$ cat config.mk
export PLATFORM = sky130hd
export DESIGN_NAME = dci_ram
export DESIGN_NICKNAME = d
export VERILOG_FILES = /design/src/hdl/dci_ram.sv
export SDC_FILE = /design/constraint.sdc
export NUM_CORES = 2
export LEC_CHECK = 0
export CAP_MARGIN = 15
export CORE_UTILIZATION = 60
export CTS_BUF_LIST = sky130_fd_sc_hd__clkbuf_8
export DETAILED_ROUTE_END_ITERATION = 7
export DONT_BUFFER_PORTS = 1
export MAX_ROUTING_LAYER = met4
export PLACE_DENSITY = 0.76
export SETUP_SLACK_MARGIN = 0.5
export SKIP_LAST_GASP = 1
export SLEW_MARGIN = 20
export SYNTH_ARGS = -nofsm -noshare
export SYNTH_HDL_FRONTEND = slang
export SYNTH_SLANG_ARGS = --single-unit
$ cat constraint.sdc
create_clock -name i_clk -period 5.3 [get_ports i_clk]
set_input_delay 0.265 -clock i_clk [delete_from_list [all_inputs] [get_ports i_clk]]
set_output_delay 0.265 -clock i_clk [all_outputs]
set_load 0.01 [all_outputs]
$ cat src/hdl/dci_ram.sv
// Generic single-port-write, single-port-read RAM with registered read data.
// No dependencies.
`default_nettype none

module dci_ram #(
    parameter int W = 64,
    parameter int D = 32
) (
    input  wire logic                 i_clk,
    input  wire logic                 i_we,
    input  wire logic [$clog2(D)-1:0] i_waddr,
    input  wire logic [W-1:0]         i_wdata,
    input  wire logic [$clog2(D)-1:0] i_raddr,
    output logic [W-1:0]              o_rdata
);

    logic [W-1:0] r_mem [D];
    logic [W-1:0] r_rdata;

    always_ff @(posedge i_clk) begin
        if (i_we) begin
            r_mem[i_waddr] <= i_wdata;
        end
        r_rdata <= r_mem[i_raddr];
    end

    assign o_rdata = r_rdata;

endmodule

`default_nettype wire

After elaboration in Yosys (flattened, before gate mapping):

Memories as Yosys holds them, arrays and structs flattened. A register that Yosys moved wholly into a read port is not among the register bits.
Index checks and enable logic that the tools add are counted.

* memories kept: 1
* bits in read-only memories: 0
* bits in registers: 0
* input bits: 76
* logic and storage cells: 3
* output and inout port bits: 64
* memory bits (writable): 2048
* latch bits: 0

* div/mod/pow operators: 0
* order comparisons: 0
* multiplexer cells: 2
* bitwise operators: 0
* reduce and logical (&&, ||, !) cells: 0
* $add $sub $neg: 0
* equality and inequality tests: 0
* shift operators: 0
* multipliers: 0

Memories
* r_mem: depth 32, width 64, read ports 1, clocked after memory_dff 1, wr ports 1, RTL line 17 `logic [W-1:0] r_mem [D];`

Operators with widths (count)
* 1-bit 2-to-1 mux: 2

Logic depth before layout (Yosys ltp):

* word-level depth: 2
* depth in mapped cells: 9
* gate-level depth less buffers: 4

Worst setup path before layout:

Ideal clock, no wire load.

* path kind: input-to-reg
* start point: input port i_waddr[1]
* end point: memory r_mem[12][0], enable pin
* path buffers: 1
* cell stages on the path: 3
* setup slack: 1.213 ns
* arrival time: 3.601 ns
* data required time: 4.814 ns
* library setup time: 0.486 ns
* cell sequence: or3b_2 clkbuf_1 nor2_1

RTL lines
* from (decl): RTL line 11 `input wire logic [$clog2(D)-1:0] i_waddr,`
* to (decl): RTL line 17

Straight into the memory's write port.

Worst setup path in the final report:

* start point: input port i_waddr[3]
* end point: memory r_mem[17][28], enable pin

Straight into the memory's write port.

==> results.txt <==
Remaining Overflow, GRT -> 0
Post-DP HPWL -> 86520 µm
Register area -> 62780 µm²
Minimum clock period -> 2.694 ns
Syn Nets -> 3173
Final Skew -> 0.07737 ns
Leading cell type in the layout, fill and taps excluded -> edfxtp_1
Fraction of layout cells with a size suffix above 1 -> 33.15%
Multi-input gate area -> 15680 µm²
RSZ-0062 raised after global routing -> no
Pwr/cell area -> 367.8 nW/µm²
Starting density of the core -> 60.75%
Leak Pwr -> 28.13 nW
Die X-Extent -> 364.8 µm
Synth Register Bits -> 2112
Area share of the largest cell type after synthesis -> 77.88%
Final Max Slew Viols -> 144
Detailed Route Iter0 Violations -> 4896
Initial antenna violation count -> 10
Synth unique cells -> 31
Nets -> 3556
FF-to-FF path depth -> 6
Worst skew pair latency -> 1.00 ns
Worst path arrival time -> 3.35 ns
GRT Util Overall -> 28.66%
Max cap viols -> 0
Fillers -> 7453
Cell count after synthesis -> 3097
Yosys warns -> 0
Worst slew pin tran -> 1.707 ns
Post-route ant nets -> 0
Core Rows -> 132
DRT Pass-1 Iters -> 5
Worst EP required -> 5.95 ns
Vias -> 36560
Worst vdd ir -> 0.2979 mV
H-tree depth -> 5
Max Fclk -> 371.2 MHz
Die area -> 133100 µm²
Most frequent cells in the layout -> 2048 x edfxtp_1, 602 x mux4_2, 356 x clkbuf_8
Synthesized area per cell -> 25.50 µm²
Leading post-synthesis cells by cell area -> edfxtp_1 78%, mux4_2 17%, dfxtp_1 1.6%, mux2_2 1.1%, mux2i_1 0.48%
DRC -> 0
Relative slew margins -> -13.81%
IO Pins -> 140
Critical path class -> in2reg
Clk slew on worst S/H paths -> 0.06 ns
Post-CTS sizing -> 0
Tcrit/Tclk final -> 50.84%
Outcome -> finished, violations left
Die height -> 364.8 µm
Final hold violation count -> 0
Failing checks -> slew limit
Via density -> 6.686
CTS Sinks -> 2112
Area leader, netlist -> edfxtp_1
CTS Buffer Depth -> 4
Sequential-to-total area share from yosys stat -> 79.50%
IO Port Bufs -> 0
Avg WL per Cell -> 33.07 µm
Min Hold Slack -> 0.02760 ns
Hold path depth -> 3
TNS Setup -> 0 ns
Core footprint -> 130000 µm²
Worst hold-check path type -> in2reg
WL final -> 180900 µm
Crit path launch type -> primary input
Mapped cell area -> 78960 µm²
Setup violations, final -> 0
Max FO, Critical Path -> 13
Inserted Clock Buffers -> 332
First-pass GRT wire length -> 260300 µm
Post-CTS Repair Setup Buffers -> 0
Layout area overhead -> 12.59%
CP Capture Type -> flip-flop
Clk Tree Root Cell -> clkbuf_8
Via count of the first global-routing pass -> 37880
Pin count of the biggest net entering global routing -> 503
GPL Wtd Cong -> 0.8181
CTS tree -> yes
R2r setup slk -> 2.68 ns
[kinds of logic (layout without fill, tap and decap cells)]
logic type | Yosys count | after routing | synth area share (%)
AND/OR/NAND/NOR | 64 | 64 | 0.3787
multiplexers | 714 | 714 | 18.71
other | 0 | 10 | 0
AO/OA/AOI/OAI | 50 | 50 | 0.4659
buffers and inverters | 157 | 777 | 0.9444
flip-flops | 2112 | 2112 | 79.50
[worst paths after layout]
path / endpoint / from
min reg2reg: o_rdata[36]$_DFF_P_ / r_mem[10][36]$_DFFE_PP_
min: o_rdata[29]$_DFF_P_ / i_raddr[0]
max: r_mem[17][28]$_DFFE_PP_ / i_waddr[3]
max reg2reg: o_rdata[0]$_DFF_P_ / r_mem[2][0]$_DFFE_PP_
[stage by stage]
stage / instance area, µm² / worst slack, ns / total power (W) / utilization (%) / instances
2_1_floorplan: 78960 / 1.213 / 0.01995 / - / 3097
3_3_place_gp: 81170 / 2.303 / 0.01998 / 62.44 / 4741
3_5_place_dp: 81170 / 2.324 / 0.02001 / 62.44 / 4741
4_1_cts: 88560 / 2.428 / 0.03281 / 68.13 / 5424
5_1_grt: 88900 / 2.636 / 0.03363 / 68.40 / 5468
6_report: 88900 / 2.606 / 0.03270 / 68.40 / 5469
[layout make-up]
cell class	instances	share of cell area, %
Antenna cell	10	0.02815
Inverter	1	0.004222
Timing Repair Buffer	205	2.552
Sequential cell	2112	70.62
Tap cell	1742	2.452
Clock inverter	215	1.200
Clock buffer	356	5.511
Multi-Input combinational cell	828	17.64
[state kept, by name, indices dropped and copies added (netlist names)]
name,count
r_mem,2048
o_rdata,64
[synth_stat cells]
cell type and n:
edfxtp_1 2048, mux4_2 602, mux2_2 74, buf_2 65, dfxtp_1 64, clkbuf_1 55
nor2_1 41, mux2i_1 38, buf_1 19, buf_4 14, a221oi_1 12, o22ai_1 10
o21ai_0 9, nand3b_1 5, nor2b_1 4, a211oi_1 3, a22oi_1 3, and2_1 3
buf_6 3, nand2_1 3, o211ai_1 3, o221ai_1 3, o2bb2ai_1 3, o31a_1 3
nand2b_1 2, nand3_1 2, or3b_2 2, a22o_1 1, and2_0 1, inv_2 1
or3_1 1
[worst max-delay path: stages]
cell	delay [ns]
dlygate4sd3_1	0.63
or3b_2	0.60
dlygate4sd3_1	0.69
nor2_4	0.60
buf_16	0.25
buf_4	0.28
[power breakdown]
group | switching (W) | total [W] | internal, W
Combinational | 0.000755 | 0.00148 | 0.000724
Clock | 0.00601 | 0.0125 | 0.00650
Sequential | 0.000128 | 0.0187 | 0.0186
[metal layers]
layer / vias to the layer above / part of all wire, % / track usage, %
met5: - / 0 / -
li1: 14300 / - / -
met4: 0 / 2.8 / 8.873
met1: 19380 / 38 / 39.84
met3: 342 / 11 / 6.216
met2: 2542 / 49 / 43.32
[what timing repair did]
action                                  4_1_cts  5_1_grt
hold buffers                                112       31
endpoints found under the setup margin        0        0
hold endpoints to repair                   2198      710
Note: power is estimated with default switching activity, not from simulation.
