$ cat src/hdl/dci_log.sv
// Base-2 logarithm in signed Q.30: normalise, then 30 squaring steps.
// Uses no package.
`default_nettype none

module dci_log (
    input  wire logic        i_clk,
    input  wire logic        i_rst_n,
    input  wire logic        i_start,
    input  wire logic [31:0] i_v,
    input  wire logic [4:0]  i_fb,
    output logic             o_done,
    output logic signed [37:0] o_res
);

    logic [31:0] r_x;
    logic [4:0]  r_sh;
    logic [4:0]  r_fb;
    logic [30:0] r_u;
    logic [29:0] r_frac;
    logic [4:0]  r_cnt;
    logic        r_norm;
    logic        r_busy;
    logic        r_done;

    logic [61:0] sq;
    logic [31:0] s2;
    logic [7:0]  ipart;

    assign sq    = 62'(r_u) * 62'(r_u);
    assign s2    = sq[61:30];
    assign ipart = 8'd31 - 8'(r_sh) - 8'(r_fb);

    always_ff @(posedge i_clk) begin
        if (!i_rst_n) begin
            r_busy <= 1'b0;
            r_done <= 1'b0;
            r_norm <= 1'b0;
            r_cnt  <= '0;
        end else begin
            r_done <= 1'b0;
            if (i_start) begin
                r_busy <= 1'b1;
                r_norm <= 1'b1;
                r_x    <= i_v;
                r_sh   <= '0;
                r_fb   <= i_fb;
                r_cnt  <= '0;
            end else if (r_busy && r_norm) begin
                if (r_x[31]) begin
                    r_u    <= r_x[31:1];
                    r_norm <= 1'b0;
                end else if (r_x[31:24] == 8'd0) begin
                    r_x  <= r_x << 8;
                    r_sh <= r_sh + 5'd8;
                end else begin
                    r_x  <= r_x << 1;
                    r_sh <= r_sh + 5'd1;
                end
            end else if (r_busy) begin
                r_u    <= s2[31] ? s2[31:1] : s2[30:0];
                r_frac <= {r_frac[28:0], s2[31]};
                r_cnt  <= r_cnt + 5'd1;
                if (r_cnt == 5'd29) begin
                    r_busy <= 1'b0;
                    r_done <= 1'b1;
                end
            end
        end
    end

    assign o_done = r_done;
    assign o_res  = $signed({ipart, r_frac});

endmodule

`default_nettype wire

$ cat config.mk
export PLATFORM = sky130hd
export DESIGN_NAME = dci_log
export DESIGN_NICKNAME = d
export VERILOG_FILES = /design/src/hdl/dci_log.sv
export SDC_FILE = /design/constraint.sdc
export NUM_CORES = 2
export LEC_CHECK = 0
export CAP_MARGIN = 25
export CORE_MARGIN = 1.5
export CORE_UTILIZATION = 55
export CTS_CLUSTER_DIAMETER = 80
export DETAILED_ROUTE_END_ITERATION = 7
export DONT_BUFFER_PORTS = 1
export MAX_ROUTING_LAYER = met4
export PLACE_DENSITY = 0.78
export SYNTH_ARGS = -nofsm -noshare
export SYNTH_HDL_FRONTEND = slang
export SYNTH_SLANG_ARGS = --single-unit
$ cat constraint.sdc
create_clock -name i_clk -period 10.5 [get_ports i_clk]
set_input_delay 2.1 -clock i_clk [delete_from_list [all_inputs] [get_ports i_clk]]
set_output_delay 2.1 -clock i_clk [all_outputs]
set_load 0.005 [all_outputs]
* Word-level counts from Yosys, hierarchy flattened
Cells that the tools add are included. Widths: inputs -> output; s select.
Storage, ports and cells: flip-flop bits (word level) 111, output and inout port bits 39, input port bits 40
Operators by class: mux-type cells 19, add/subtract/negate cells 5, $mul 1, eq/ne operators 4, reduce and logical (&&, ||, !) cells 14, bitwise logic cells 4
Operators by type and width (count):
- $mux 32 | 4
- $mux 31 | 4
- $mul 31x31->62 | 1
- $mux 5 | 3
- $add 5x1->5 const B | 2
- $logic_not 8->1 | 1
- $mux 1 | 8
- $reduce_and 2->1 | 4
- $reduce_and 4->1 | 2
- $sub 6x6->7 | 1
- $ne 2x2->1 const B | 3
- $reduce_bool 2->1 | 3
- $sub 5x5->6 const A | 1
- $add 5x4->5 const B | 1
- $eq 5x5->1 const B | 1
- $not 1->1 | 4
- $reduce_or 4->1 | 1
- $reduce_and 3->1 | 1
- $reduce_or 2->1 | 1
- $logic_and 1x1->1 | 1

* Logic depth before layout (Yosys ltp)
word-level depth 5, gate-level depth with buffers 31, mapped depth without buffers 27

* Least setup slack after synthesis
No wires, ideal clock.
path kind flip-flop to flip-flop, start register r_u[9], end register r_u[24] (data pin), buffers on the path 3, cell stages (with the launch flop) 29, data required time 10.239 ns, setup time 0.261 ns, path slack 2.660 ns, clock period less this slack 7.840 ns, data arrival time 7.579 ns, cell sequence edfxtp_1 clkbuf_1 clkbuf_1 nand2_1 fa_1 fa_1 inv_1 fa_1 inv_1 fa_1 inv_1 fa_1 fa_1 fa_1 inv_1 fa_1 inv_1 ha_1 and2_4 and3_4 a221o_1 o2bb2ai_1 a211o_1 a311oi_4 nor2_4 inv_2 buf_6 nor2_2 a221o_1
Between the ends: longest elaborated chain between the ends 4
Ends and longest elaborated chain:
- start: declaration | line 18 | logic [30:0] r_u;
- start signal: assignment | line 50 | r_u <= r_x[31:1];
- start signal: assignment | line 60 | r_u <= s2[31] ? s2[31:1] : s2[30:0];
- $mul 31x31->62 | line 29 | assign sq = 62'(r_u) * 62'(r_u);
- $mux 31 | line 60
- $mux 31 | line 59 | end else if (r_busy) begin
- $mux 31 | line 48 | end else if (r_busy && r_norm) begin
Every way passes these cells. The select of a mux whose other input is x is not followed. A chain may end at the register's enable or synchronous reset.

* Final worst setup path
start register r_u[27], end register r_u[24] (data pin)
Same word-level chain as after synthesis.

==> out/results.ini <==
[setup_path]
critical_path_class=register to register
arrival_ns=9.71
r2r_slack_ns=0.92
startpoint=r_u[27]
critPathCaptureType=register
critical_path_required_ns=10.63
crit_fanout=29
cp_common_cell=fa_1
path_cells=inv_1 -> nor2_1 -> inv_1 -> fa_1 -> inv_1 -> fa_1 -> fa_1 -> fa_1 -> fa_1 -> fa_1 -> fa_1 -> ha_1 -> ha_1 -> a21oi_1 -> nand2_1 -> a221o_1 -> o2bb2ai_1 -> a211o_1 -> a311oi_4 -> nor2_4 -> inv_2 -> nor2_2 -> a221o_1
slowest_stage=edfxtp_1
start_kind=register
critical_path.max_stage_delay_ns=1.04
r2r_start=r_u[27]

[cts]
cts_resized=0
insertion_delay_ns=0.37
root_buffer=clkbuf_16
cts_max_path_buffers=2
clk_pin_slew_worst_paths_ns=0.09
postCtsSetupRepairBufs=0
cts_hold_buf=0
cts_max_level=3
cts_buffers=9
cts_tree=done
numClockSinks=111

[status]
status=complete, no violations

[die]
die_h_um=245
rows=88
fp.dieW_um=245
start_util=0.558
die_area_mm2=0.0602
ioPinCount=79
core_mm2=0.0578

[global_route]
grt_util_all_layers=0.284
antenna_found_initial=0
grt_pass1_vias=24400
grt_max_degree=51
grt_overflow=0
grt_pass1_wl_um=129000

[yosys]
ys_seq_elements=111
yosysWarnings=0
synth-edff-count=103
synth.avg_cell_area_um2=9.52
ys.flop_type=edfxtp_1
synth_seq_area_share=0.101
syn_nets=4458
async_flop_share=0
synthCells=3392
syn_area_mm2=0.0323
ys_types=72

[drt]
routed_wl_um=78100
drc=0
via_count=22500
post_drt_wl_per_cell_um=19.1
via_per_inst=5.50
drt_iter0_drc=1794
ant_nets=0
firstDrtPassIters=5

[layout]
final_cell_mix=936 x inv_1, 748 x fa_1, 375 x nand2_1
nNetsFinal=4379
n_antenna_cell=0
syn_to_final_growth_pct=3.50
multi_input_area_mm2=0.0250
layout_commonest_cell=inv_1
fin_area_mm2=0.0334
drive_above_1_share=0.0244
regArea_mm2=0.00325
nFillCells=4896

[worst_hold_path]
worstHoldStart=r_frac[19]
hold_class=register to register

[timing]
tns_ns=0
finClkSkew_ns=0.0126
hold_viol_final=0
slew_headroom=0.225
min_period_ns=9.58
tightest_slew_ns=1.15
drv_slew=0
post-route-period-util=0.912
max_freq_mhz=104
finalSetupViolations=0
rsz0062_at_grt=false

[run]
drv_cap=0

[place]
dp_hpwl_um=65100
finalWeightedCongestion=0.967
placed_cell_area_mm2=0.0331
port_buffers=0

==> per-layer routing <==
metal	share of wire	vias to the layer above	wire length, um	track usage
li1	-	10000	-	-
met4	0.038	0	2930	0.0904
met1	0.39	11400	30600	0.362
met5	0	-	0	-
met2	0.50	854	38800	0.467
met3	0.073	160	5690	0.0429
==> per-stage QoR <==
step	hold slack (ns)	std cells	util	setup WS [ns]
floorplan	0.452	3392	-	2.66
global placement	0.462	4064	0.572	1.20
detailed placement	0.463	4066	0.572	1.12
CTS	0.483	4082	0.578	1.10
global route	0.485	4083	0.578	0.666
finish	0.483	4083	0.578	0.923
==> synth_stat cells (7+ instances only) <==
master    number  area (um^2)
a221o_1        8         80.1
o211ai_1      12         90.1
and2_1       202         1260
o221ai_1       7         61.3
xor2_1        26          228
o21bai_1      12         90.1
edfxtp_1     103         3090
nand4_1       29          181
a21o_1        29          218
a21oi_1       95          475
nand2_1      375         1410
nor3_1        19         95.1
ha_1         278         3480
and3_1         9         56.3
nor2b_1       11         68.8
clkbuf_1     123          462
dfxtp_1        8          160
xnor2_1       33          289
or2_2          7         43.8
inv_1        936         3510
nand3_1       29          145
o21ai_0       74          370
mux2i_1       22          220
fa_1         748        15000
nor2_1        82          308
==> cell families after synthesis <==
logic type | after synthesis | synth area share
compound gates | 312 | 0.0619
xor+xnor | 59 | 0.0160
fa+ha+maj | 1026 | 0.572
buf+inv | 1069 | 0.125
flops | 111 | 0.101
mux | 23 | 0.00717
simple gates | 792 | 0.118
==> worst max-delay path, delay by kind of cell, from the launching register on <==
kind	cells	cell delay (ns)
compound gates	6	1.83
flops	1	1.04
buf+inv	4	1.21
simple gates	4	1.13
fa+ha+maj	9	4.12
==> path summary, 6_finish.rpt <==
| path | end | depth (start not counted) |
|---|---|---|
| worst max-delay path | r_u[24] | 23 |
| worst min-delay path | r_frac[20] | 0 |
| worst max register to register | r_u[24] | 23 |
| worst min register to register | r_frac[20] | 0 |
==> registers in the layout, indices dropped and copies added, names as in the netlist <==
register,flops
r_cnt,5
r_frac,30
r_sh,5
o_done,1
r_x,32
r_norm,1
r_fb,5
r_busy,1
r_u,31
==> layout make-up <==
class | instances | area share
clock inverters | 7 | 0.00232
clock buffers | 9 | 0.00674
flip-flops and latches | 111 | 0.0974
multi-input cells | 2212 | 0.749
repair buffers | 42 | 0.0108
well taps | 765 | 0.0286
inverters | 937 | 0.105
Power is not shown: default switching activity piles up to over one toggle a cycle in this logic, so the estimate is an artifact.
