==> config.mk <==
export PLATFORM = sky130hd
export DESIGN_NAME = dci_mul
export DESIGN_NICKNAME = d
export VERILOG_FILES = /design/src/hdl/dci_mul.sv
export SDC_FILE = /design/constraint.sdc
export NUM_CORES = 2
export LEC_CHECK = 0
export BUFFER_PORTS_ARGS = -buffer_cell sky130_fd_sc_hd__clkbuf_2
export CAP_MARGIN = 10
export CORE_MARGIN = 4
export CORE_UTILIZATION = 55
export DETAILED_ROUTE_END_ITERATION = 16
export HOLD_SLACK_MARGIN = 0.03
export PLACE_DENSITY_LB_ADDON = 0.12
export SYNTH_ARGS = -nofsm -noshare
export SYNTH_HDL_FRONTEND = slang
export SYNTH_SLANG_ARGS = --single-unit
==> constraint.sdc <==
create_clock -name i_clk -period 7.1 [get_ports i_clk]
set_input_delay 0.71 -clock i_clk [delete_from_list [all_inputs] [get_ports i_clk]]
set_output_delay 0.71 -clock i_clk [all_outputs]
set_load 0.02 [all_outputs]
==> src/hdl/dci_mul.sv <==
// Sign-magnitude multiplier with truncating right shift and saturation to +-2^40.
// Works through the 48-bit first operand in 16-bit digits, then a finishing step shifts and saturates. Uses no package.
`default_nettype none

module dci_mul (
    input  wire logic               i_clk,
    input  wire logic               i_rst_n,
    input  wire logic               i_start,
    input  wire logic signed [47:0] i_a,
    input  wire logic signed [47:0] i_b,
    input  wire logic [4:0]         i_sh,
    output logic                    o_done,
    output logic signed [41:0]      o_res
);

    localparam logic [87:0] SAT40 = 88'h1_0000_0000_00;

    logic [47:0] r_am;
    logic [39:0] r_bm;
    logic        r_neg;
    logic [4:0]  r_sh;
    logic [87:0] r_acc;
    logic [1:0]  r_cnt;
    logic        r_busy;
    logic        r_fin;
    logic        r_done;
    logic signed [41:0] r_res;

    logic [47:0] mag_a;
    logic [47:0] mag_b;
    logic [87:0] shifted;
    logic [40:0] mag_r;

    assign mag_a   = i_a[47] ? 48'(-i_a) : i_a;
    assign mag_b   = i_b[47] ? 48'(-i_b) : i_b;
    assign shifted = r_acc >> r_sh;
    assign mag_r   = (shifted > SAT40) ? SAT40[40:0] : shifted[40:0];

    always_ff @(posedge i_clk) begin
        if (!i_rst_n) begin
            r_busy <= 1'b0;
            r_fin  <= 1'b0;
            r_done <= 1'b0;
            r_cnt  <= '0;
        end else begin
            r_done <= 1'b0;
            if (i_start) begin
                r_busy <= 1'b1;
                r_fin  <= 1'b0;
                r_cnt  <= '0;
                r_acc  <= '0;
                r_am   <= mag_a;
                r_bm   <= mag_b[39:0];
                r_neg  <= i_a[47] ^ i_b[47];
                r_sh   <= i_sh;
            end else if (r_busy) begin
                r_acc <= (r_acc << 16) + 88'(r_am[47:32] * r_bm);
                r_am  <= r_am << 16;
                r_cnt <= r_cnt + 2'd1;
                if (r_cnt == 2'd2) begin
                    r_busy <= 1'b0;
                    r_fin  <= 1'b1;
                end
            end else if (r_fin) begin
                r_fin  <= 1'b0;
                r_done <= 1'b1;
                r_res  <= r_neg ? -$signed({1'b0, mag_r}) : $signed({1'b0, mag_r});
            end
        end
    end

    assign o_done = r_done;
    assign o_res  = r_res;

endmodule

`default_nettype wire

-- Word-level counts from Yosys, hierarchy flattened
Cells that the tools add are included.
- bits in registers: 229
- bits of input ports: 104
- output and inout bits: 43
- logic and storage cells: 42
- add/sub/neg operators: 5
- multiply operators: 1
- order comparisons: 1
- eq/ne operators: 1
- shift operators: 1
- multiplexer cells: 11
- bitwise logic cells: 4
- reductions and logical operators: 7
- operators with widths (kind ; number):
    two-way mux 48 bit ; 3
    adder 88 x 56 -> 88 bit ; 1
    greater-than comparator 88 x 41 -> 1 bit, second input constant ; 1
    two-way mux 88 bit ; 1
    >> shifter 88 x 5 -> 88 bit ; 1
    two-way mux 41 bit ; 2
    multiplier 16 x 40 -> 56 bit ; 1
    negator 48 bit ; 1
    negator 41 -> 42 bit ; 1
    two-way mux 40 bit ; 1
    negator 40 bit ; 1
    OR reduction 3 bit ; 2
    two-way mux 1 bit ; 4
    AND reduction 2 bit ; 2
    AND reduction 4 bit ; 1
    inverter 1 bit ; 3
    adder 2 x 1 -> 2 bit, second input constant ; 1
    == test 2 bit, second input constant ; 1
    nonzero test 2 bit ; 1
    OR reduction 2 bit ; 1
    bitwise XOR 1 bit ; 1

-- Logic depth before layout (Yosys ltp)
- depth after elaboration: 5
- gate-level depth with buffers: 28
- mapped depth without buffers: 24

-- Least setup slack after synthesis
Ideal clock, no wire load.
- path kind: reg-to-reg
- start: register r_bm[6]
- end: register r_acc[59], data pin
- library setup time: 0.266 ns
- arrival time: 6.631 ns
- required time: 6.834 ns
- path slack: 0.203 ns
- cell stages (with the launch flop): 27
- buffers on the path: 4
- clock period less this slack: 6.897 ns
- cells stage by stage: edfxtp_1 -> clkbuf_1 -> and2_1 -> fa_1 -> inv_1 -> fa_1 -> fa_1 -> inv_1 -> fa_1 -> fa_1 -> inv_1 -> fa_1 -> inv_1 -> ha_1 -> clkbuf_1 -> a21oi_1 -> o21ai_0 -> a221oi_1 -> nand4_1 -> a21o_1 -> nand3_1 -> o211ai_1 -> a311oi_1 -> clkbuf_1 -> clkbuf_1 -> xor2_1 -> nor2_1
- cells in the longest elaborated chain, start to end: 3
- ends and longest elaborated chain (element ; line ; RTL):
    start, declared ; 19 ; logic [39:0] r_bm;
    start signal, assigned ; 53 ; r_bm <= mag_b[39:0];
    multiplier 16 x 40 -> 56 bit ; 57 ; r_acc <= (r_acc << 16) + 88'(r_am[47:32] * r_bm);
    adder 88 x 56 -> 88 bit ; 57 ;
    two-way mux 88 bit ; 56 ; end else if (r_busy) begin
    end signal, assigned ; 57 ;
    end, declared ; 22 ; logic [87:0] r_acc;
Every way passes these cells. The select of a mux whose other input is x is not followed.
A chain may end at the register's enable or synchronous reset.

-- Worst setup path in the final report
- start: register r_am[38]
- end: register r_acc[57], data pin
- cells in the longest elaborated chain, start to end: 3
- ends and longest elaborated chain (element ; line ; RTL):
    start, declared ; 18 ; logic [47:0] r_am;
    start signal, assigned ; 52 ; r_am <= mag_a;
    start signal, assigned ; 58 ; r_am <= r_am << 16;
    multiplier 16 x 40 -> 56 bit ; 57 ;
    adder 88 x 56 -> 88 bit ; 57 ;
    two-way mux 88 bit ; 56 ;
Every way passes these cells. The select of a mux whose other input is x is not followed.

==> impl_metrics.yaml <==
run_status:
  status: "completed"
clocking:
  cts_tree: "yes"
  cts_root_buf: "clkbuf_16"
  cts_made_buffers: 30
  htree_levels: 1
  clk_pin_slew_ns: 0.06
  clk_latency_ns: 0.64
  ctsLongestPathBuffers: 3
  cts_sinks: 229
global_route:
  grt_use_met3_pct: 3.72
  grt_pass1_vias: 33700
  gr-total-overflow: 0
  grt_usage_pct: 29.9
  antenna_found_initial: 1
  grt_max_degree: 85
  use_met1_pct: 41.5
  grt_pass1_wl_mm: 187
  grt_use_met2_pct: 49.6
  busiest_layer: "met2"
detailed_routing:
  drt_first_pass_iters: 6
  wl_per_cell_um: 20.8
  vias_per_cell: 5.94
  drc: 0
  totalWireLength_mm: 117
  ant_nets: 0
  drt_iter0_markers: 2932
  num_vias: 33400
final_layout:
  finalNonFillerCells: 5617
  nFillCells: 6483
  drive_gt1_share_pct: 14.4
  nets: 5456
  synthToLayoutAreaGrowth_pct: 10.1
  diodes: 0
yosys:
  synthFlopType: "edfxtp_1"
  synth.top_cells.by_count: "inv_1 (772), nand2_1 (606), fa_1 (570), nor2_1 (253), clkbuf_1 (229)"
  synth-seq-cells: 229
  syn_inst: 4532
  ys_warn_count: 0
  syn_nets: 5354
  synth_top_area_cell: "fa_1"
  async_reset_ff_share_pct: 0
  ys_types: 97
  ys_top_cells_by_area: "fa_1 (28%), edfxtp_1 (16%), inv_1 (7.1%)"
  synth_edf_count: 224
  yosysSeqAreaShare_pct: 16.7
  synthDominantCellAreaShare_pct: 27.9
  synth_area_sq_um: 40800
  synth.most_common_cell: "inv_1"
  syn_area_per_cell_sq_um: 9.01
floorplanning:
  rows: 99
  die_area_sq_um: 78700
  die-height_um: 280
  initial_core_util_pct: 55.7
  die_w_um: 280
  core-area_sq_um: 73300
  ios: 147
placement:
  gp_congestion: 1.00
  dp_hpwl_mm: 91.7
  dp_cells: 5532
  io_buffers: 139
critical_path:
  path_common_cell: "fa_1"
  cp_top_family: "adder cells"
  critical-path-slowest-cell: "fa_1"
  cpPeakStageDelay_ns: 0.55
  path_max_fanout: 13
  cp.required_ns: 7.45
  cp-end-kind: "register"
  crit_buf_inv: 10
  critPathKind: "register to register"
  cp-start-kind: "register"
  cp.arrival_ns: 7.36
sta:
  clock.fmax_ghz: 0.143
  finalMaxSlewViolations: 0
  fin_skew_ns: 0.0554
  finalSetupViolCount: 0
  period_share_pct: 98.6
  fin_crit_ns: 7.00
  relSlewSlack_pct: 18.4
  hold_ws_ns: 0.248
  hold_viol: 0
  rsz0062_at_grt: "yes"
  worst_pin_slew_ns: 1.19
hold_path:
  hold_path.class: "input pin to register"
flow_run:
  drv_cap: 0
[per-stage QoR]
stage | util (%) | TNS (ns) | area [sq um] | worst slack (ns)
floorplan | - | 0 | 40800 | 0.203
global placement | 59.2 | -1.61 | 43400 | -0.158
detailed placement | 59.2 | -2.41 | 43400 | -0.197
CTS | 60.6 | 0 | 44500 | 0.00453
global route | 61.3 | -1.40 | 45000 | -0.111
finish | 61.3 | 0 | 45000 | 0.0996
[state kept, by name, summed over array words and instances (netlist names)]
register	count
o_done	1
r_acc	88
r_bm	40
r_sh	5
r_cnt	2
o_res	42
r_busy	1
r_neg	1
r_am	48
r_fin	1
[cell families after synthesis]
group                      after synthesis  synth area share, %
AOI/OAI and AO/OA                      638                 10.5
xor gates and xnor gates               160                 3.43
adders and majority gates              718                 32.5
buffers and inverters                 1079                 10.3
DFF                                    229                 16.7
muxes                                  267                 9.74
and+or+nand+nor                       1441                 16.8
[per-layer routing]
| layer | vias up | part of all wire, % |
|---|---|---|
| met2 | 1303 | 48 |
| li1 | 15100 | - |
| met3 | 242 | 7.3 |
| met4 | 0 | 3.6 |
| met5 | - | 0 |
| met1 | 16800 | 42 |
[layout make-up]
type	count	area, sq um	area share (%)
Multi-Input combinational cell	3224	30000	66.8
Sequential cell	229	6830	15.2
Timing Repair Buffer	374	2950	6.56
Inverter	775	2910	6.47
Tap cell	959	1200	2.67
Clock buffer	34	766	1.70
Clock inverter	22	259	0.576
[path summary, 6_finish.rpt]
path | startpoint | to | slack (ns) | cells after the start
max | r_am[38]$_DFFE_PP_ | r_acc[57]$_SDFFCE_PP0P_ | 0.1 | 28
min | i_sh[2] | r_sh[2]$_DFFE_PP_ | 0.25 | 1
max reg2reg | r_am[38]$_DFFE_PP_ | r_acc[57]$_SDFFCE_PP0P_ | 0.1 | 28
min reg2reg | r_cnt[1]$_SDFFE_PP0P_ | r_cnt[1]$_SDFFE_PP0P_ | 0.48 | 2
[cells in the final DEF (no fill, tap or decap), types with 137 or more instances in the layout]
cell,n
edfxtp_1,224
clkbuf_2,138
ha_1,137
fa_1,568
inv_1,772
nor2_1,249
nand2_1,606
buf_4,195
a21oi_1,148
and2_1,216
[repair_timing]
item	4_1_cts	5_1_grt
pin swaps	7	18
hold buffers	0	0
gates resized for setup	10	50
setup buffers	4	23
endpoints found under the setup margin	28	41
gates cloned	1	1
Power is not shown: default switching activity piles up to over one toggle a cycle in this logic, so the estimate is an artifact.
