### config.mk
export PLATFORM = sky130hd
export DESIGN_NAME = dci_exp
export DESIGN_NICKNAME = d
export VERILOG_FILES = /design/src/hdl/dci_pkg.sv /design/src/hdl/dci_exp.sv
export SDC_FILE = /design/constraint.sdc
export NUM_CORES = 2
export LEC_CHECK = 0
export BUFFER_PORTS_ARGS = -buffer_cell sky130_fd_sc_hd__buf_4
export CORE_ASPECT_RATIO = 1.2
export CORE_MARGIN = 2
export CORE_UTILIZATION = 40
export DETAILED_ROUTE_END_ITERATION = 8
export GPL_TIMING_DRIVEN = 1
export SLEW_MARGIN = 25
export SYNTH_ARGS = -nofsm -noshare
export SYNTH_HDL_FRONTEND = slang
export SYNTH_SLANG_ARGS = --single-unit
export TNS_END_PERCENT = 50
### constraint.sdc
create_clock -name i_clk -period 25.2 [get_ports i_clk]
set_input_delay 1.26 -clock i_clk [delete_from_list [all_inputs] [get_ports i_clk]]
set_output_delay 1.26 -clock i_clk [all_outputs]
set_load 0.1 [all_outputs]
### src/hdl/dci_pkg.sv
// Shared types, codes and constants of the discount curve interpolator.
// Holds the square-root table of the base-2 exponential unit.
// Depends on nothing.
`default_nettype none

package dci_pkg;

    localparam logic [1:0] OP_QUERY  = 2'd0;
    localparam logic [1:0] OP_LOAD   = 2'd1;
    localparam logic [1:0] OP_CLEAR  = 2'd2;
    localparam logic [1:0] OP_UNUSED = 2'd3;

    localparam logic [1:0] ST_OK      = 2'd0;
    localparam logic [1:0] ST_INVALID = 2'd1;
    localparam logic [1:0] ST_FULL    = 2'd2;

    localparam logic [31:0] ONE_Q30    = 32'h4000_0000;
    localparam logic [47:0] LOG2E_Q30  = 48'd1549082005;
    localparam logic [63:0] PRICE_NUM  = 64'h0000_4000_0000_0000;
    localparam logic [31:0] PRICE_SATL = 32'h0000_4000;
    localparam logic [31:0] SAT32      = 32'hFFFF_FFFF;
    localparam logic [33:0] BASE_ONE   = 34'd268435456;

    typedef logic [31:0] t_root_tab [30];

    function automatic logic [63:0] isqrt64(input logic [63:0] a);
        logic [63:0] x;
        logic [63:0] r;
        logic [63:0] b;
        x = a;
        r = '0;
        b = 64'h4000_0000_0000_0000;
        for (int i = 0; i < 32; i++) begin
            if (b > x) begin
                b = b >> 2;
            end
        end
        for (int i = 0; i < 32; i++) begin
            if (b != 64'd0) begin
                if (x >= r + b) begin
                    x = x - (r + b);
                    r = (r >> 1) + b;
                end else begin
                    r = r >> 1;
                end
                b = b >> 2;
            end
        end
        return r;
    endfunction

    function automatic t_root_tab root_table();
        logic [63:0] root;
        t_root_tab   tab;
        root = 64'd2 << 30;
        for (int i = 29; i >= 0; i--) begin
            root   = isqrt64(root << 30);
            tab[i] = root[31:0];
        end
        return tab;
    endfunction

    localparam t_root_tab ROOT_TAB = root_table();

endpackage

`default_nettype wire

### src/hdl/dci_exp.sv
// Base-2 exponential of a signed Q.30 exponent to an unsigned Q2.30 factor.
// 30 root-product steps and a rounding shift; uses ROOT_TAB from dci_pkg.
`default_nettype none

module dci_exp
    import dci_pkg::*;
(
    input  wire logic               i_clk,
    input  wire logic               i_rst_n,
    input  wire logic               i_start,
    input  wire logic signed [47:0] i_z,
    output logic                    o_done,
    output logic [31:0]             o_res
);

    localparam logic signed [47:0] Z_HI  = 48'sh0000_8000_0000;
    localparam logic signed [47:0] Z_LO  = 48'shFFF8_0000_0000;
    localparam logic [47:0]        Z_OFS = 48'h0008_0000_0000;

    logic [31:0] r_r;
    logic [29:0] r_f;
    logic [5:0]  r_e;
    logic [4:0]  r_i;
    logic        r_busy;
    logic        r_fin;
    logic        r_done;
    logic [31:0] r_res;

    logic [47:0] zz;
    logic [63:0] prod;
    logic [5:0]  s;
    logic [32:0] t1;
    logic [32:0] v;

    assign zz   = 48'(i_z) + Z_OFS;
    assign prod = 64'(r_r) * 64'(ROOT_TAB[r_i]) + 64'h2000_0000;
    assign s    = 6'd32 - r_e;
    assign t1   = {1'b0, r_r} >> (s - 6'd1);

    always_comb begin
        if (r_e == 6'd33) begin
            v = {r_r, 1'b0};
        end else if (r_e == 6'd32) begin
            v = {1'b0, r_r};
        end else begin
            v = (t1 + 33'd1) >> 1;
        end
    end

    always_ff @(posedge i_clk) begin
        if (!i_rst_n) begin
            r_busy <= 1'b0;
            r_fin  <= 1'b0;
            r_done <= 1'b0;
            r_i    <= '0;
        end else begin
            r_done <= 1'b0;
            if (i_start) begin
                r_fin <= 1'b0;
                if (i_z >= Z_HI) begin
                    r_busy <= 1'b0;
                    r_done <= 1'b1;
                    r_res  <= SAT32;
                end else if (i_z < Z_LO) begin
                    r_busy <= 1'b0;
                    r_done <= 1'b1;
                    r_res  <= '0;
                end else begin
                    r_busy <= 1'b1;
                    r_e    <= zz[35:30];
                    r_f    <= zz[29:0];
                    r_r    <= ONE_Q30;
                    r_i    <= 5'd29;
                end
            end else if (r_busy) begin
                if (r_f[29]) begin
                    r_r <= prod[61:30];
                end
                r_f <= r_f << 1;
                r_i <= r_i - 5'd1;
                if (r_i == 5'd0) begin
                    r_busy <= 1'b0;
                    r_fin  <= 1'b1;
                end
            end else if (r_fin) begin
                r_fin  <= 1'b0;
                r_done <= 1'b1;
                r_res  <= v[32] ? SAT32 : v[31:0];
            end
        end
    end

    assign o_done = r_done;
    assign o_res  = r_res;

endmodule

`default_nettype wire

### Word level (Yosys, flattened, before mapping)

Memory sizes are Yosys's and may differ from the RTL's.
Cells that the tools add are included.

* memory bits (read-only): 1024
* register bits: 108
* input bits: 51
* memories: 1
* output and inout bits: 33
* word-level logic and storage cells: 74

* multiply operators: 1
* magnitude comparators: 3
* $add $sub $neg: 6
* bitwise operators: 5
* equality and inequality tests: 6
* reduce and logical (&&, ||, !) cells: 10
* multiplexer cells: 33
* shift-type cells: 1

Memories
* (name not given): depth 32, bits a word 32, rd ports 1, clocked after memory_dff 0, write ports 0, line dci_exp.sv:36 `assign prod = 64'(r_r) * 64'(ROOT_TAB[r_i]) + 64'h2000_0000;`

Operators by type and width (count)
* $mux 32: 14
* $mux 30: 4
* $add 62x30->62 const B: 1
* $mul 32x32->62: 1
* $ge 48x33->1 const B: 1
* $lt 48x36->1 const B: 1
* $add 36x36->36 const B: 1
* $add 33x1->33 const B: 1
* $mux 33: 1
* $shr 32x6->33: 1
* $mux 5: 4
* $eq 6x6->1 const B: 2
* $reduce_and 4->1: 3
* $mux 1: 10
* $ge 6x6->1 const B: 1
* $ne 2x2->1 const B: 3
* $not 5->6: 1
* $reduce_bool 2->1: 3
* $sub 6x1->6 const B: 1
* $sub 6x6->6 const A: 1
* $logic_not 5->1: 1
* $reduce_and 5->1: 1
* $sub 5x1->5 const B: 1
* $not 1->1: 4
* 3 further kinds: 3

### Logic depth before layout (Yosys ltp)

* word-level depth: 10
* depth in mapped cells: 36
* depth with buffers taken out: 34

### Worst setup path after synthesis

Ideal clock, no wire load.

* path kind: register to register
* from: register r_i[2]
* to: register r_r[17] (data pin)
* clock period less this slack: 9179 ps
* data required time: 24940 ps
* cell stages (with the launch flop): 33
* arrival time: 8919 ps
* setup time: 260 ps
* buffers on the path: 2
* setup slack: 16021 ps
* cell sequence: dfxtp_1 > clkinv_1 > clkbuf_1 > ha_1 > o21a_1 > o21a_1 > a21oi_1 > clkbuf_1 > nor2b_1 > fa_1 > fa_1 > fa_1 > inv_1 > fa_1 > inv_1 > fa_1 > inv_1 > fa_1 > inv_1 > fa_1 > inv_1 > fa_1 > inv_1 > ha_1 > a21o_1 > a21o_1 > a2111oi_0 > o32ai_1 > or3_1 > o21ai_0 > o21ai_0 > a21oi_1 > mux2_2

* cells in the longest elaborated chain, start to end: 9

Ends and longest elaborated chain
* from (decl): line dci_exp.sv:23 `logic [4:0] r_i;`
* from (signal assigned): line dci_exp.sv:80 `r_i <= r_i - 5'd1;`
* $not 5->6 (not written as such): line dci_exp.sv:36
* $mem_v2 32x32
* $mux 32 (not written as such) (2 in series): line dci_exp.sv:36
* $mul 32x32->62: line dci_exp.sv:36
* $add 62x30->62: line dci_exp.sv:36
* $mux 32: line dci_exp.sv:76 `if (r_f[29]) begin`
* $mux 32: line dci_exp.sv:75 `end else if (r_busy) begin`
* $mux 32: line dci_exp.sv:58 `if (i_start) begin`
* to (signal assigned): line dci_exp.sv:77 `r_r <= prod[61:30];`
* to (decl): line dci_exp.sv:20 `logic [31:0] r_r;`

No other way between the ends. The select of a mux whose other input is x is not followed.
A chain may end at the register's enable or synchronous reset.

### Final worst setup path

Same ends and word-level chain as after synthesis.

==> impl_metrics.json <==
{
  "required_ns": 25.35,
  "cpMaxStageDelayCell": "clkinv_1",
  "peakVddDrop_v": 0.0000902,
  "max_slew_margin_pct": 27.4,
  "period_minus_slack_ns": 10.51,
  "synthFlopType": "edfxtp_1",
  "fin_tns_setup_ns": 0,
  "drtAntennaViolNets": 0,
  "drcViolationCount": 0,
  "outcome": "completed",
  "drt-total-wl_mm": 120,
  "syn2layout_area_growth_pct": 5.31,
  "final_util_pct": 42.4,
  "clk-insertion-delay-late_ns": 0.40,
  "core-area_um2": 99600,
  "clk_pin_slew_ns": 0.10,
  "final_hold_viol_count": 0,
  "p_leak_nw": 20.6,
  "max_stage_delay_ns": 0.68,
  "rsz0062_at_grt": "no",
  "drv_cap": 0,
  "nFillCells": 9925,
  "ys.warnings.count": 0,
  "overflow": 0,
  "ys_async_sr_fraction_pct": 0,
  "crit_path_frequent_cell": "fa_1",
  "synth_nets": 5535,
  "max_clock_freq_mhz": 95.2,
  "hold_class": "reg -> reg",
  "setup_viol": 0,
  "cts_resized": 0,
  "ios": 84,
  "cts_inserted_buffers": 9,
  "antenna_found_initial": 7,
  "timing.rr.start": "r_i[2]",
  "crit_type": "reg -> reg",
  "yosysSeqAreaShare_pct": 7.89,
  "num_vias": 29900,
  "powerDensity_nw_per_um2": 56.1,
  "hold_buffers": 0,
  "place.gp.congestion": 0.912,
  "multi_input_area_um2": 32500,
  "die_x_um": 293,
  "grt_pass1_wl_mm": 190,
  "synth_edf_count": 100,
  "crit_fanout": 38,
  "cts-root-buf": "clkbuf_16",
  "initial_core_util_pct": 40.2,
  "syn-instance-count": 4333,
  "regArea_um2": 3160,
  "drv_slew": 0,
  "die_area_um2": 103000,
  "crit_path_end_kind": "flip-flop",
  "routedWlPerCell_um": 21.7,
  "critical-path-top-delay-family": "adder cells",
  "cts_tree": "built",
  "grt_usage_pct": 24.1,
  "synth_area_um2": 40100,
  "grt_max_degree": 72,
  "post_drt_via_cell_ratio": 5.41,
  "critPathLaunch": "r_i[2]",
  "cp.arrival_ns": 10.66,
  "min_period_over_period_pct": 41.7,
  "ctsLongestPathBuffers": 2,
  "drt_iter0_drc": 2116,
  "port_buffers": 83,
  "finish.net_count": 5431,
  "rows": 127,
  "cts_setup_buffers": 0,
  "min_from": "r_fin",
  "syn_area_per_cell_um2": 9.25,
  "die_h_um": 351,
  "drive_above_1_share_pct": 7.06,
  "crit_buf_inv": 10,
  "dpl.hpwl_mm": 89.2,
  "synth-seq-cells": 108,
  "dr.pass1.iters": 6,
  "worstMarginPinSlew_ns": 1.09,
  "finClkSkew_ns": 0.0107,
  "cts_sinks": 108,
  "h-tree-depth": 3,
  "grt_pass1_vias": 32600,
  "start_kind": "flip-flop",
  "synth_cell_types": 83
}
[worst paths after layout]
check | to | cells after the start | slack, ns
min reg2reg | r_fin | 2 | 0.50
max | r_r[17] | 33 | 14.69
max reg2reg | r_r[17] | 33 | 14.69
min | r_fin | 2 | 0.50
[layout by cell type (no fill, tap or decap), types with 10 or more instances in the layout]
cell	n
xnor2_1	28
nand4_1	31
a211oi_1	10
or3_1	12
mux2i_1	39
o21a_1	10
o21bai_1	12
nand3_1	32
nand2b_1	35
mux4_2	19
inv_1	901
a31oi_1	13
edfxtp_1	100
a21o_1	32
ha_1	315
o31ai_1	11
and3_1	67
a221oi_1	12
nor2_1	106
nand2_1	416
and2_1	441
buf_4	158
xor2_1	17
nor3_1	26
a21oi_1	110
nor2b_1	124
mux4_1	10
mux2_2	63
fa_1	836
o21ai_0	73
[metrics by stage]
stage | power, mW | hold WS (ns) | std cells | setup WS (ns) | instance area, um2
after floorplan | 1.64 | 0.435 | 4333 | 16.02 | 40100
after global placement | 2.18 | 0.455 | 5504 | 14.89 | 41800
after detailed placement | 2.20 | 0.481 | 5508 | 14.79 | 41900
after CTS | 2.38 | 0.501 | 5524 | 14.73 | 42200
after global routing | 2.63 | 0.520 | 5524 | 14.03 | 42200
final | 2.37 | 0.496 | 5525 | 14.69 | 42200
[tightest hold or removal path: cells and delay by family (launching register included)]
family        cells  cell delay (ns)
flops             1             0.34
simple gates      2             0.13
[routing by layer]
metal	track usage (%)	up-vias	share of wire, %
li1	-	13100	-
met1	30.0	15600	39
met2	43.8	950	52
met3	2.42	235	5.5
met4	8.00	2	3.6
met5	0	-	0.010
[state kept, by name, summed over array words and instances, names as in the netlist]
name,count
r_fin,1
o_res,32
r_busy,1
o_done,1
r_f,30
r_r,32
r_e,6
r_i,5
[cell families (layout without fill, tap and decap cells)]
group | after synthesis | after routing | synth area share (%)
buf+inv | 1179 | 1080 | 11.4
fa+ha+maj | 1151 | 1151 | 51.6
mux | 133 | 133 | 4.52
compound gates | 375 | 375 | 6.00
other cells | 0 | 1 | 0
flops | 108 | 108 | 7.89
simple gates | 1342 | 1342 | 17.7
xor+xnor | 45 | 45 | 0.983
[area by class of cell]
| class | instances | area share (%) |
|---|---|---|
| flip-flops and latches | 108 | 7.49 |
| diodes | 1 | 0.00593 |
| clock buffers | 9 | 0.533 |
| clock inverters | 7 | 0.210 |
| well taps | 1290 | 3.82 |
| inverters | 902 | 8.02 |
| repair buffers | 162 | 2.98 |
| multi-input cells | 3046 | 76.9 |
[power by group]
part | switching [mW] | leakage, nW | internal (mW)
Clock | 0.0921 | 0.153 | 0.0725
Sequential | 0.0234 | 0.990 | 0.223
Combinational | 1.18 | 19.5 | 0.777
Total | 1.30 | 20.6 | 1.07
[synthesized netlist by cell type (5+ instances only)]
cell type	number	share of area, %
clkbuf_1	244	2.3
a221oi_1	12	0.26
mux4_2	19	1.1
o221ai_1	5	0.11
a2bb2oi_1	6	0.13
and3_1	68	1.1
a211oi_1	10	0.19
o21ai_0	75	0.94
dfxtp_1	8	0.40
a31oi_1	15	0.23
mux4_1	10	0.66
nor2_1	112	1.0
mux2i_1	40	1.0
ha_1	315	9.8
mux2_2	63	1.8
a211o_1	6	0.13
o31ai_1	11	0.21
edfxtp_1	100	7.5
nor3_1	26	0.32
xor2_1	17	0.37
nand2b_1	35	0.55
nand4_1	31	0.48
buf_2	7	0.087
a21o_1	33	0.62
buf_1	8	0.075
o211ai_1	9	0.17
o22ai_1	7	0.11
nor4_1	8	0.12
nand3_1	32	0.40
o21bai_1	12	0.22
inv_1	901	8.4
buf_4	8	0.15
and4_1	6	0.13
or2_2	7	0.11
and2_1	441	6.9
or3_1	12	0.19
xnor2_1	28	0.61
nand2_1	417	3.9
fa_1	836	42
o21a_1	10	0.19
a21oi_1	117	1.5
nor2b_1	124	1.9
a21boi_0	6	0.11
Power figures use the tool's default switching activity.
